<file path="src/rtl/core/accsd_pkg.sv">
// ----------------------------------------------------------------------------
// accsd_pkg
// Shared constants and controller/datapath interface types of the shake
// detector.
// ----------------------------------------------------------------------------
`default_nettype none

package accsd_pkg;

  localparam int unsigned SAMPLE_BITS_DEF = 16;

  // input word kinds (tuser)
  localparam logic [1:0] MODE_SAMPLE  = 2'd0;
  localparam logic [1:0] MODE_TICK    = 2'd1;
  localparam logic [1:0] MODE_RESTART = 2'd2;

  // configuration register indexes
  localparam int unsigned CFG_IDX_W = 2;
  localparam logic [CFG_IDX_W-1:0] REG_SENSITIVITY = 2'd0;
  localparam logic [CFG_IDX_W-1:0] REG_FILTER_COEF = 2'd1;
  localparam logic [CFG_IDX_W-1:0] REG_LOCKOUT     = 2'd2;
  localparam logic [CFG_IDX_W-1:0] REG_HOLDOFF     = 2'd3;

  // register reset values
  localparam logic [15:0] SENSITIVITY_RST = 16'd435;
  localparam logic [8:0]  FILTER_COEF_RST = 9'd205;
  localparam logic [15:0] LOCKOUT_RST     = 16'd1500;
  localparam logic [15:0] HOLDOFF_RST     = 16'd3000;

  // commands from the controller to the datapath
  typedef struct packed {
    logic       load;     // latch input word, clear root state
    logic       sq_en;    // square one axis and accumulate
    logic [1:0] sq_idx;   // axis being squared
    logic       root_en;  // one square root digit
    logic       f1_en;    // first filter product, delta
    logic       f2_en;    // second filter product
    logic       fin_en;   // update state, write output register
  } cmd_t;

  typedef struct packed {
    logic sample_in;  // word on the input is a sample
    logic out_free;   // output register can take a word this cycle
  } status_t;

endpackage

`default_nettype wire

</file>
<file path="src/rtl/core/accel_shake_detector.sv">
// A sample passes through squaring of the three axes, SAMPLE_BITS square root digits,
//   two filter steps and the update, which writes the output register.
// Tick, restart and unused words go from acceptance straight to the update.
// One word in flight: a new word is accepted only once the last has reached the output register.
//   Next word accepted while a result waits; a full output register stalls the update.
// Reset: async active low, restores registers, clears filter, loads lockout with 4500.
// ----------------------------------------------------------------------------
// accel_shake_detector
// Shake detection on accelerometer samples: magnitude, smoothed change,
// threshold with lockout.
// ----------------------------------------------------------------------------
`default_nettype none

module accel_shake_detector #(
  parameter int unsigned SAMPLE_BITS = accsd_pkg::SAMPLE_BITS_DEF
) (
  input  wire                              clk_i,
  input  wire                              rst_ni,
  input  wire                              s_axis_tvalid,
  output logic                             s_axis_tready,
  input  wire  [47:0]                      s_axis_tdata,  // accel_x, accel_y, accel_z
  input  wire  [1:0]                       s_axis_tuser,  // mode
  output logic                             m_axis_tvalid,
  input  wire                              m_axis_tready,
  output logic [23:0]                      m_axis_tdata,  // filtered_change, zero pad
  output logic                             m_axis_tuser,  // shake
  input  wire                              cfg_valid_i,
  output logic                             cfg_ready_o,
  input  wire  [accsd_pkg::CFG_IDX_W-1:0]  cfg_index_i,
  input  wire  [15:0]                      cfg_data_i
);

  accsd_pkg::cmd_t    cmd;
  accsd_pkg::status_t status;

  assign cfg_ready_o = 1'b1;

  accsd_ctrl #(
    .SAMPLE_BITS (SAMPLE_BITS)
  ) u_ctrl (
    .clk_i         (clk_i),
    .rst_ni        (rst_ni),
    .s_axis_tvalid (s_axis_tvalid),
    .s_axis_tready (s_axis_tready),
    .status_i      (status),
    .cmd_o         (cmd)
  );

  accsd_datapath #(
    .SAMPLE_BITS (SAMPLE_BITS)
  ) u_datapath (
    .clk_i         (clk_i),
    .rst_ni        (rst_ni),
    .cmd_i         (cmd),
    .status_o      (status),
    .s_axis_tdata  (s_axis_tdata),
    .s_axis_tuser  (s_axis_tuser),
    .cfg_valid_i   (cfg_valid_i),
    .cfg_index_i   (cfg_index_i),
    .cfg_data_i    (cfg_data_i),
    .m_axis_tvalid (m_axis_tvalid),
    .m_axis_tready (m_axis_tready),
    .m_axis_tdata  (m_axis_tdata),
    .m_axis_tuser  (m_axis_tuser)
  );

endmodule

`default_nettype wire

</file>
<file path="src/rtl/core/accsd_ctrl.sv">
// ----------------------------------------------------------------------------
// accsd_ctrl
// Sequencer: squares, square root digits, filter steps, result write.
// ----------------------------------------------------------------------------
`default_nettype none

module accsd_ctrl #(
  parameter int unsigned SAMPLE_BITS = accsd_pkg::SAMPLE_BITS_DEF
) (
  input  wire                  clk_i,
  input  wire                  rst_ni,
  input  wire                  s_axis_tvalid,
  output logic                 s_axis_tready,
  input  accsd_pkg::status_t   status_i,
  output accsd_pkg::cmd_t      cmd_o
);

  localparam int unsigned CW = $clog2(SAMPLE_BITS);

  localparam logic [2:0] ST_IDLE = 3'd0;
  localparam logic [2:0] ST_SQ   = 3'd1;
  localparam logic [2:0] ST_ROOT = 3'd2;
  localparam logic [2:0] ST_F1   = 3'd3;
  localparam logic [2:0] ST_F2   = 3'd4;
  localparam logic [2:0] ST_FIN  = 3'd5;

  logic [2:0]    state_q, state_d;
  logic [CW-1:0] cnt_q, cnt_d;

  assign s_axis_tready = (state_q == ST_IDLE);

  always_comb begin
    state_d = state_q;
    cnt_d   = cnt_q;
    cmd_o   = '0;
    cmd_o.sq_idx = cnt_q[1:0];
    case (state_q)
      ST_IDLE: begin
        if (s_axis_tvalid) begin
          cmd_o.load = 1'b1;
          cnt_d      = '0;
          state_d    = status_i.sample_in ? ST_SQ : ST_FIN;
        end
      end
      ST_SQ: begin
        cmd_o.sq_en = 1'b1;
        if (cnt_q == CW'(2)) begin
          cnt_d   = '0;
          state_d = ST_ROOT;
        end else begin
          cnt_d = cnt_q + CW'(1);
        end
      end
      ST_ROOT: begin
        cmd_o.root_en = 1'b1;
        if (cnt_q == CW'(SAMPLE_BITS - 1)) begin
          state_d = ST_F1;
        end else begin
          cnt_d = cnt_q + CW'(1);
        end
      end
      ST_F1: begin
        cmd_o.f1_en = 1'b1;
        state_d     = ST_F2;
      end
      ST_F2: begin
        cmd_o.f2_en = 1'b1;
        state_d     = ST_FIN;
      end
      ST_FIN: begin
        // wait until the output register frees up
        if (status_i.out_free) begin
          cmd_o.fin_en = 1'b1;
          state_d      = ST_IDLE;
        end
      end
      default: begin
        state_d = ST_IDLE;
      end
    endcase
  end

  always_ff @(posedge clk_i or negedge rst_ni) begin
    if (!rst_ni) begin
      state_q <= ST_IDLE;
      cnt_q   <= '0;
    end else begin
      state_q <= state_d;
      cnt_q   <= cnt_d;
    end
  end

endmodule

`default_nettype wire

</file>
<file path="src/rtl/core/accsd_datapath.sv">
// ----------------------------------------------------------------------------
// accsd_datapath
// Config registers, squares, digit-serial square root, high-pass filter,
// lockout counter and output register.
// ----------------------------------------------------------------------------
`default_nettype none

module accsd_datapath #(
  parameter int unsigned SAMPLE_BITS = accsd_pkg::SAMPLE_BITS_DEF
) (
  input  wire                               clk_i,
  input  wire                               rst_ni,
  input  accsd_pkg::cmd_t                   cmd_i,
  output accsd_pkg::status_t                status_o,
  input  wire  [47:0]                       s_axis_tdata,
  input  wire  [1:0]                        s_axis_tuser,
  input  wire                               cfg_valid_i,
  input  wire  [accsd_pkg::CFG_IDX_W-1:0]   cfg_index_i,
  input  wire  [15:0]                       cfg_data_i,
  output logic                              m_axis_tvalid,
  input  wire                               m_axis_tready,
  output logic [23:0]                       m_axis_tdata,
  output logic                              m_axis_tuser
);

  localparam int unsigned SB  = SAMPLE_BITS;
  localparam int unsigned SQW = 2 * SB;
  localparam int unsigned RW  = SB + 3;

  // configuration
  logic [15:0] sens_q, lock_ms_q, hold_ms_q;
  logic [8:0]  coef_q;

  always_ff @(posedge clk_i or negedge rst_ni) begin
    if (!rst_ni) begin
      sens_q    <= accsd_pkg::SENSITIVITY_RST;
      coef_q    <= accsd_pkg::FILTER_COEF_RST;
      lock_ms_q <= accsd_pkg::LOCKOUT_RST;
      hold_ms_q <= accsd_pkg::HOLDOFF_RST;
    end else if (cfg_valid_i) begin
      case (cfg_index_i)
        accsd_pkg::REG_SENSITIVITY: sens_q    <= cfg_data_i;
        accsd_pkg::REG_FILTER_COEF: coef_q    <= cfg_data_i[8:0];
        accsd_pkg::REG_LOCKOUT:     lock_ms_q <= cfg_data_i;
        accsd_pkg::REG_HOLDOFF:     hold_ms_q <= cfg_data_i;
        default: ;
      endcase
    end
  end

  // input word
  logic [1:0]  mode_q;
  logic [15:0] x_q, y_q, z_q;

  always_ff @(posedge clk_i) begin
    if (cmd_i.load) begin
      mode_q <= s_axis_tuser;
      x_q    <= s_axis_tdata[15:0];
      y_q    <= s_axis_tdata[31:16];
      z_q    <= s_axis_tdata[47:32];
    end
  end

  assign status_o.sample_in = (s_axis_tuser == accsd_pkg::MODE_SAMPLE);

  // axis values: low SB bits, read as signed; wider axes see a zero-extended field
  logic signed [SB-1:0] ax_x, ax_y, ax_z, ax_sel;

  if (SB <= 16) begin : g_narrow
    assign ax_x = x_q[SB-1:0];
    assign ax_y = y_q[SB-1:0];
    assign ax_z = z_q[SB-1:0];
  end else begin : g_wide
    assign ax_x = {{(SB-16){1'b0}}, x_q};
    assign ax_y = {{(SB-16){1'b0}}, y_q};
    assign ax_z = {{(SB-16){1'b0}}, z_q};
  end

  always_comb begin
    case (cmd_i.sq_idx)
      2'd0:    ax_sel = ax_x;
      2'd1:    ax_sel = ax_y;
      default: ax_sel = ax_z;
    endcase
  end

  logic signed [SQW-1:0] sq_prod;
  assign sq_prod = ax_sel * ax_sel;

  // sum of squares, then shifted out two bits per root digit
  logic [SQW-1:0] acc_sq_q;
  logic [RW-1:0]  rem_q;
  logic [SB-1:0]  root_q;

  logic [RW-1:0] rem_sh, trial;
  logic          digit;

  assign rem_sh = {rem_q[RW-3:0], acc_sq_q[SQW-1 -: 2]};
  assign trial  = {1'b0, root_q, 2'b01};
  assign digit  = (rem_sh >= trial);

  always_ff @(posedge clk_i) begin
    if (cmd_i.load) begin
      rem_q  <= '0;
      root_q <= '0;
    end else if (cmd_i.sq_en) begin
      if (cmd_i.sq_idx == 2'd0) begin
        acc_sq_q <= sq_prod;
      end else begin
        acc_sq_q <= acc_sq_q + sq_prod;
      end
    end else if (cmd_i.root_en) begin
      acc_sq_q <= acc_sq_q << 2;
      rem_q    <= digit ? (rem_sh - trial) : rem_sh;
      root_q   <= {root_q[SB-2:0], digit};
    end
  end

  logic [15:0] mag;

  if (SB > 16) begin : g_sat
    assign mag = (|root_q[SB-1:16]) ? 16'hFFFF : root_q[15:0];
  end else begin : g_nosat
    assign mag = 16'(root_q);
  end

  // detector state
  logic [15:0]        prev_q;
  logic signed [16:0] smooth_q, smooth_d;
  logic [16:0]        lockcnt_q;
  logic signed [16:0] delta_q;
  logic signed [27:0] acc_f_q;

  logic [8:0]         a_eff;
  logic signed [26:0] p1, p2;

  assign a_eff = (coef_q > 9'd256) ? 9'd256 : coef_q;
  assign p1    = smooth_q * $signed({1'b0, a_eff});
  assign p2    = delta_q * $signed(10'd256 - {1'b0, a_eff});

  always_ff @(posedge clk_i) begin
    if (cmd_i.f1_en) begin
      acc_f_q <= 28'(p1);
      delta_q <= $signed({1'b0, mag}) - $signed({1'b0, prev_q});
    end else if (cmd_i.f2_en) begin
      acc_f_q <= acc_f_q + 28'(p2);
    end
  end

  // round half up, saturate to 17 bits signed
  logic signed [27:0] biased;
  logic signed [19:0] rnd;
  logic signed [16:0] fsat;
  logic               over_thr, shake_hit;

  assign biased = acc_f_q + 28'sd128;
  assign rnd    = biased[27:8];

  always_comb begin
    if (rnd > 20'sd65535) begin
      fsat = 17'sd65535;
    end else if (rnd < -20'sd65536) begin
      fsat = -17'sd65536;
    end else begin
      fsat = rnd[16:0];
    end
  end

  assign over_thr  = $signed({fsat[16], fsat}) > $signed({2'b00, sens_q});
  assign shake_hit = over_thr && (lockcnt_q == 17'd0) && (mode_q == accsd_pkg::MODE_SAMPLE);

  logic [15:0] prev_d;
  logic [16:0] lockcnt_d;

  always_comb begin
    prev_d    = prev_q;
    smooth_d  = smooth_q;
    lockcnt_d = lockcnt_q;
    case (mode_q)
      accsd_pkg::MODE_SAMPLE: begin
        prev_d   = mag;
        smooth_d = fsat;
        if (shake_hit) begin
          lockcnt_d = {1'b0, lock_ms_q};
        end
      end
      accsd_pkg::MODE_TICK: begin
        if (lockcnt_q != 17'd0) begin
          lockcnt_d = lockcnt_q - 17'd1;
        end
      end
      accsd_pkg::MODE_RESTART: begin
        prev_d    = '0;
        smooth_d  = '0;
        lockcnt_d = {1'b0, hold_ms_q} + {1'b0, lock_ms_q};
      end
      default: ;
    endcase
  end

  always_ff @(posedge clk_i or negedge rst_ni) begin
    if (!rst_ni) begin
      prev_q    <= '0;
      smooth_q  <= '0;
      lockcnt_q <= {1'b0, accsd_pkg::HOLDOFF_RST} + {1'b0, accsd_pkg::LOCKOUT_RST};
    end else if (cmd_i.fin_en) begin
      prev_q    <= prev_d;
      smooth_q  <= smooth_d;
      lockcnt_q <= lockcnt_d;
    end
  end

  // output register
  logic        out_vld_q;
  logic        out_shake_q;
  logic [16:0] out_filt_q;

  assign status_o.out_free = !out_vld_q || m_axis_tready;

  always_ff @(posedge clk_i or negedge rst_ni) begin
    if (!rst_ni) begin
      out_vld_q <= 1'b0;
    end else if (cmd_i.fin_en) begin
      out_vld_q <= 1'b1;
    end else if (m_axis_tready) begin
      out_vld_q <= 1'b0;
    end
  end

  always_ff @(posedge clk_i) begin
    if (cmd_i.fin_en) begin
      out_shake_q <= shake_hit;
      out_filt_q  <= smooth_d;
    end
  end

  assign m_axis_tvalid = out_vld_q;
  assign m_axis_tdata  = {7'd0, out_filt_q};
  assign m_axis_tuser  = out_shake_q;

endmodule

`default_nettype wire

</file>
<file path="config.mk">
export PLATFORM = sky130hd
export DESIGN_NAME = accel_shake_detector
export DESIGN_NICKNAME = d
export VERILOG_FILES = /design/src/rtl/core/accsd_pkg.sv /design/src/rtl/core/accel_shake_detector.sv /design/src/rtl/core/accsd_ctrl.sv /design/src/rtl/core/accsd_datapath.sv
export SDC_FILE = /design/constraint.sdc
export NUM_CORES = 2
export LEC_CHECK = 0
export ABC_AREA = 1
export BUFFER_PORTS_ARGS = -buffer_cell sky130_fd_sc_hd__buf_4
export CAP_MARGIN = 30
export CORE_UTILIZATION = 70
export DETAILED_ROUTE_END_ITERATION = 12
export PLACE_DENSITY = 0.86
export SKIP_CTS_REPAIR_TIMING = 1
export SLEW_MARGIN = 20
export SYNTH_ARGS = -nofsm -noshare
export SYNTH_HDL_FRONTEND = slang
export SYNTH_SLANG_ARGS = --single-unit
export TNS_END_PERCENT = 10
</file>
<file path="constraint.sdc">
create_clock -name clk_i -period 22.5 [get_ports clk_i]
set_input_delay 2.25 -clock clk_i [delete_from_list [all_inputs] [get_ports clk_i]]
set_output_delay 2.25 -clock clk_i [all_outputs]
set_load 0.02 [all_outputs]
</file>
* Word level (Yosys, flattened, before mapping)
Cells that the tools add are included.
** Word-level totals
- Register bits after elaboration :: 293
- Input bits :: 73
- Output and inout bits :: 28
- Word-level logic and storage cells :: 122
** Cells by class
- Add/sub/neg operators :: 9
- Multipliers :: 3
- Magnitude comparators :: 5
- Equal/unequal tests :: 20
- Multiplexer cells :: 35
- Bitwise gates (word level) :: 2
- Reductions and logical operators :: 27
** Operators with widths (number)
- two-way mux 32 bit :: 3
- two-way mux 17 bit :: 5
- one-hot mux 16 bit (2 select lines) :: 2
- two-way mux 28 bit :: 2
- multiplier 17 x 10 -> 27 bit :: 2
- one-hot mux 17 bit (3 select lines) :: 1
- one-hot mux 17 bit (2 select lines) :: 1
- adder 32 bit :: 1
- multiplier 16 x 16 -> 32 bit :: 1
- adder 28 x 27 -> 28 bit :: 1
- adder 28 x 9 -> 28 bit (second input constant) :: 1
- greater-than comparator 20 x 17 -> 1 bit (second input constant) :: 1
- < comparator 20 x 17 -> 1 bit (second input constant) :: 1
- greater-or-equal comparator 19 x 18 -> 1 bit :: 1
- one-hot mux 3 bit (6 select lines) :: 1
- adder 16 x 16 -> 17 bit :: 1
- greater-than comparator 17 bit :: 1
- logical NOT 17 bit :: 1
- nonzero test 17 bit :: 1
- subtractor 16 x 16 -> 17 bit :: 1
- subtractor 17 x 1 -> 17 bit (second input constant) :: 1
- subtractor 17 bit :: 1
- two-way mux 3 bit :: 5
- AND reduction 2 bit :: 7
- 26 further kinds :: 58

* Logic depth before layout (Yosys ltp)
- Depth after elaboration :: 9
- Depth in mapped cells :: 46
- Gate-level depth less buffers :: 44

* Cells and area by module
Synthesis repeated with hierarchy kept, for this count alone.
** Second synthesis, totals
- Cell total of the unflattened synthesis :: 4986
- Area total of the unflattened synthesis :: 39903.3 um^2
** By module, submodules not included
- accsd_datapath :: times used 1, cells an instance 4897, area each 39290.2 um^2, sequential area each 7754.9 um^2
- accsd_ctrl :: times used 1, cells an instance 87, area each 601.8 um^2, sequential area each 175.2 um^2
- accel_shake_detector :: times used 1, cells an instance 2, area each 11.3 um^2, sequential area each 0.0 um^2

* Worst setup path after synthesis
OpenSTA, ideal clock, no wires.
- Path type :: register -> register
- From :: reg u_ctrl.cnt_q[0]
- To :: reg u_datapath.acc_sq_q[31], data pin
- Setup time :: 0.254 ns
- Arrival :: 7.901 ns
- Data required time :: 22.246 ns
- Setup slack :: 14.345 ns
- Stages on the path, launching flop included :: 38
- Path buffers :: 2
- Period minus slack after synthesis :: 8.155 ns
- Path through :: dfrtp_1 > inv_1 > ha_1 > buf_2 > nor2_4 > inv_1 > o21ai_0 > clkbuf_1 > nor2_1 > fa_1 > inv_1 > fa_1 > inv_1 > fa_1 > fa_1 > fa_1 > inv_1 > fa_1 > (+2 left out) > nand2_1 > nor2_1 > inv_1 > nor3_1 > o21ai_0 > nand3_1 > nand2_1 > and2_1 > ha_1 > nand2_1 > nor4_1 > a21oi_1 > nand3_1 > nand2_1 > nor2_1 > nand2_1 > nand3_1 > nand2_1
** On the way
- Cells in the longest elaborated chain, start to end :: 6
- Elaborated cells on any way between the ends :: 7
- Those cells by class :: 1 x add/sub; 1 x mul; 1 x eq/ne; 3 x mux; 1 x reduce/logical
** RTL lines
- from (decl) :: line accsd_ctrl.sv:28 : logic [CW-1:0] cnt_q, cnt_d;
- from (signal assigned) :: line accsd_ctrl.sv:89 : cnt_q <= cnt_d;
- equality test 2 x 1 -> 1 bit or logical NOT 2 bit (tied branches) :: line accsd_datapath.sv:80, accsd_datapath.sv:107
- one-hot mux 16 bit (2 select lines) :: line accsd_datapath.sv:80 : case (cmd_i.sq_idx)
- multiplier 16 x 16 -> 32 bit :: line accsd_datapath.sv:88 : assign sq_prod = ax_sel * ax_sel;
- adder 32 bit :: line accsd_datapath.sv:110 : acc_sq_q <= acc_sq_q + sq_prod;
- two-way mux 32 bit * :: line accsd_datapath.sv:107 : if (cmd_i.sq_idx == 2'd0) begin
- two-way mux 32 bit * :: line accsd_datapath.sv:106 : end else if (cmd_i.sq_en) begin
- to (signal assigned) :: line accsd_datapath.sv:108 : acc_sq_q <= sq_prod;
- to (signal assigned) :: line accsd_datapath.sv:110
- to (signal assigned) :: line accsd_datapath.sv:113 : acc_sq_q <= acc_sq_q << 2;
- to (decl) :: line accsd_datapath.sv:91 : logic [SQW-1:0] acc_sq_q;
Every way passes the cells marked *; elsewhere a longest branch is shown, timed or not.
A chain may end at the register's enable or synchronous reset.

* Worst setup path after layout
- From :: reg u_ctrl.cnt_q[1]
- To :: reg u_datapath.acc_sq_q[25], data pin
Same word-level chain as after synthesis.

==> summary.txt <==
Yosys
  • Number of enable flip-flop cells after synthesis: 145
  • Mapped Area: 39,890 um^2
  • #FFs+latches synth: between 200 and 300
  • Number of distinct library cells after synthesis: 64
  • Largest cells by area after synthesis: fa_1, edfxtp_1, ha_1
  • Asr flop ratio synth: 39.25%
  • Share of the synthesized area in the top cell type: 27.40%
  • Seq/Total Area, Yosys: 19.88%
  • Top FF cell, synth: edfxtp_1
  • Synth Warn #: 0
  • Leading area contributor after synthesis: fa_1
  • Post-synthesis cell count: 4,947
  • Top-count cell post-synth: inv_1
  • Post-synth top cells: inv_1, nand2_1, fa_1
  • Syn Area/Cell: 8.063 um^2

Floorplanning
  • Core area: 56,390 um^2
  • Row cnt: between 80 and 90
  • Die Area: 57,940 um^2
  • Starting Density: a little over 70%
  • Chip height: approximately 240 um
  • Die Wd: 240.7 um
  • I/O pins: 101

Setup path
  • Crit path capture type: flop
  • CP max FO: 17
  • Slowest Stage Delay on Critical Path: between 600 and 700 ps
  • Required @ worst endpoint: 22,830 ps
  • WP data arrival: just over 10,000 ps
  • Critical path class: reg -> reg
  • Startpoint Class: flop
  • Slowest cell on the critical path: o21ai_2

Layout
  • ANT cells: 0
  • Register area: between 7000 and 8000 um^2
  • Total Nets Final: roughly 6,000
  • Layout cells sized above 1: 5.602%
  • Layout fillers: 4,139
  • Area of the multi-input gates: 27,540 um^2
  • Area Growth Syn to Fin: 6.703%

Route
  • Drt pass-1 iters: 6
  • Detail Route Antenna Nets: 0
  • Drt drc: 0
  • Aggregate routed wire length: 108,100 um
  • Vias/cell: 5.889
  • Detailed-route via count: 34,100
  • Routed length per instance: about 19 um
  • First DRT Iteration DRCs: 3,090

Global routing
  • Number of global-route vias before repair: 34,500
  • Antenna violations before repair: 2
  • Total gr overflow: 0
  • Largest net degree at the start of global routing: 80
  • Global-route wire length before repair: 174,200 um
  • GRT Total Usage: 38.63%

Clock tree
  • CTS Root Cell: clkbuf_16
  • Worst-case clock buffer depth: 3
  • CTS Sinks: 293
  • H-tree levels: 2
  • CTS tree: done
  • CTS Buf Count: 35
  • Clock latency on the worst-skew pair: 590 ps
  • Clock-pin slew on the worst setup and hold paths: 60 ps

Place
  • I/O Buffers: 92
  • Routability congestion estimate: 1.006
  • DP HPWL: 85,690 um

Timing
  • Number of hold violations in the final report: 0
  • Clock Skew: 39.83 ps
  • Fin Setup TNS: 0 ps
  • Tmin final: about 9900 ps
  • RSZ-0062 raised after global routing: false
  • Max Slew Vio Count: 0
  • Max Freq: 101.1 MHz
  • Final Cycle Share: 43.94%
  • Relative slew slack: 32.61%
  • Slew @ Worst Pin: 1010 ps
  • Final setup viols: 0

Status
  • Status: complete, no violations

Min path
  • Hold WC Path Type: reg -> reg

Run
  • Max Cap Viol: 0
[critical path, delay by kind of cell, from the launching register on]
family | cells | cell delay, ps
buffers and inverters | 8 | 1250
AOI/OAI and AO/OA | 5 | 1740
adders and majority gates | 9 | 4320
DFF | 1 | 390
and+or+nand+nor | 14 | 1890
[worst paths after layout]
path                                    startpoint                  endpoint  slack (ps)  cells after the start
min in group asynchronous                   rst_ni    u_datapath.smooth_q[5]        1700                      1
hold reg to reg            u_datapath.lockcnt_q[4]   u_datapath.lockcnt_q[4]         490                      2
setup / recovery                   u_ctrl.cnt_q[1]   u_datapath.acc_sq_q[25]       12610                     36
hold / removal             u_datapath.lockcnt_q[4]   u_datapath.lockcnt_q[4]         490                      2
max in group asynchronous                   rst_ni  u_datapath.lockcnt_q[12]       19620                      3
setup reg to reg                   u_ctrl.cnt_q[1]   u_datapath.acc_sq_q[25]       12610                     36
[cells by family (layout without fill, tap and decap cells)]
logic type / after synthesis / after routing / share of synthesized area [%]
XOR/XNOR: 108 / 108 / 2.371
buffers and inverters: 1183 / 1246 / 11.39
other: 2 / 26 / 0.01883
adder cells (fa/ha/maj): 872 / 872 / 37.63
AND/OR/NAND/NOR: 1772 / 1772 / 18.54
flip-flops: 293 / 293 / 19.88
AO/OA/AOI/OAI: 717 / 717 / 10.17
[per-stage QoR]
step | cells | util (%) | instance area [um^2] | hold slack [ps] | worst slack, ps
final | 5790 | 75.48 | 42560 | 486.8 | 12610
after global routing | 5790 | 75.48 | 42560 | 509.2 | 12080
after CTS | 5785 | 75.31 | 42460 | 479.9 | 12810
after detailed placement | 5721 | 73.22 | 41290 | 463.6 | 12870
after global placement | 5719 | 73.14 | 41240 | 455.5 | 12840
after floorplan | 4971 | - | 39980 | 441.9 | 14350
[layer usage]
| metal | up-vias | routed length (um) | track usage (%) |
|---|---|---|---|
| li1 | 15600 | - | - |
| met1 | 16380 | 41270 | 49.20 |
| met2 | 1715 | 50660 | 62.98 |
| met3 | 408 | 9773 | 7.183 |
| met4 | 4 | 6366 | 20.40 |
| met5 | - | 22 | 0 |
[area by class of cell]
type	count	share of cell area, %
multi-input combinational	3495	64.70
sequential	293	18.63
inverter	1062	9.366
clock buffer	51	2.472
timing repair buffer	120	2.311
tap	756	2.222
clock inverter	13	0.2940
[sequential cells by signal, indices dropped and copies added (netlist names), 17 cells and up]
signal	count
u_datapath.smooth_q	17
u_datapath.acc_sq_q	32
u_datapath.out_filt_q	17
u_datapath.rem_q	17
u_datapath.delta_q	17
u_datapath.lockcnt_q	17
u_datapath.acc_f_q	28
[placed cells by master (no fill, tap or decap), types with 6 or more instances in the layout]
master and count:
a211oi_1 10, a21boi_0 8, a21o_1 18, a21oi_1 249, a221o_1 15, a31oi_1 13
buf_4 114, clkbuf_1 6, clkbuf_16 38, clkinv_1 11, conb_1 26, dfrtp_1 85
dfstp_2 30, dfxtp_1 33, edfxtp_1 145, fa_1 546, ha_1 326, inv_1 1046
nand2_1 920, nand2_2 17, nand3_1 250, nand3b_1 7, nand4_1 48, nor2_1 441
nor3_1 35, nor3_2 7, nor4_1 9, o211ai_1 21, o21a_1 13, o21ai_0 292
o21ai_1 18, o21ai_2 8, o21bai_1 24, or2_2 14, xnor2_1 46, xor2_1 62
Power is not shown: default switching activity piles up to over one toggle a cycle in this logic, so the estimate is an artifact.
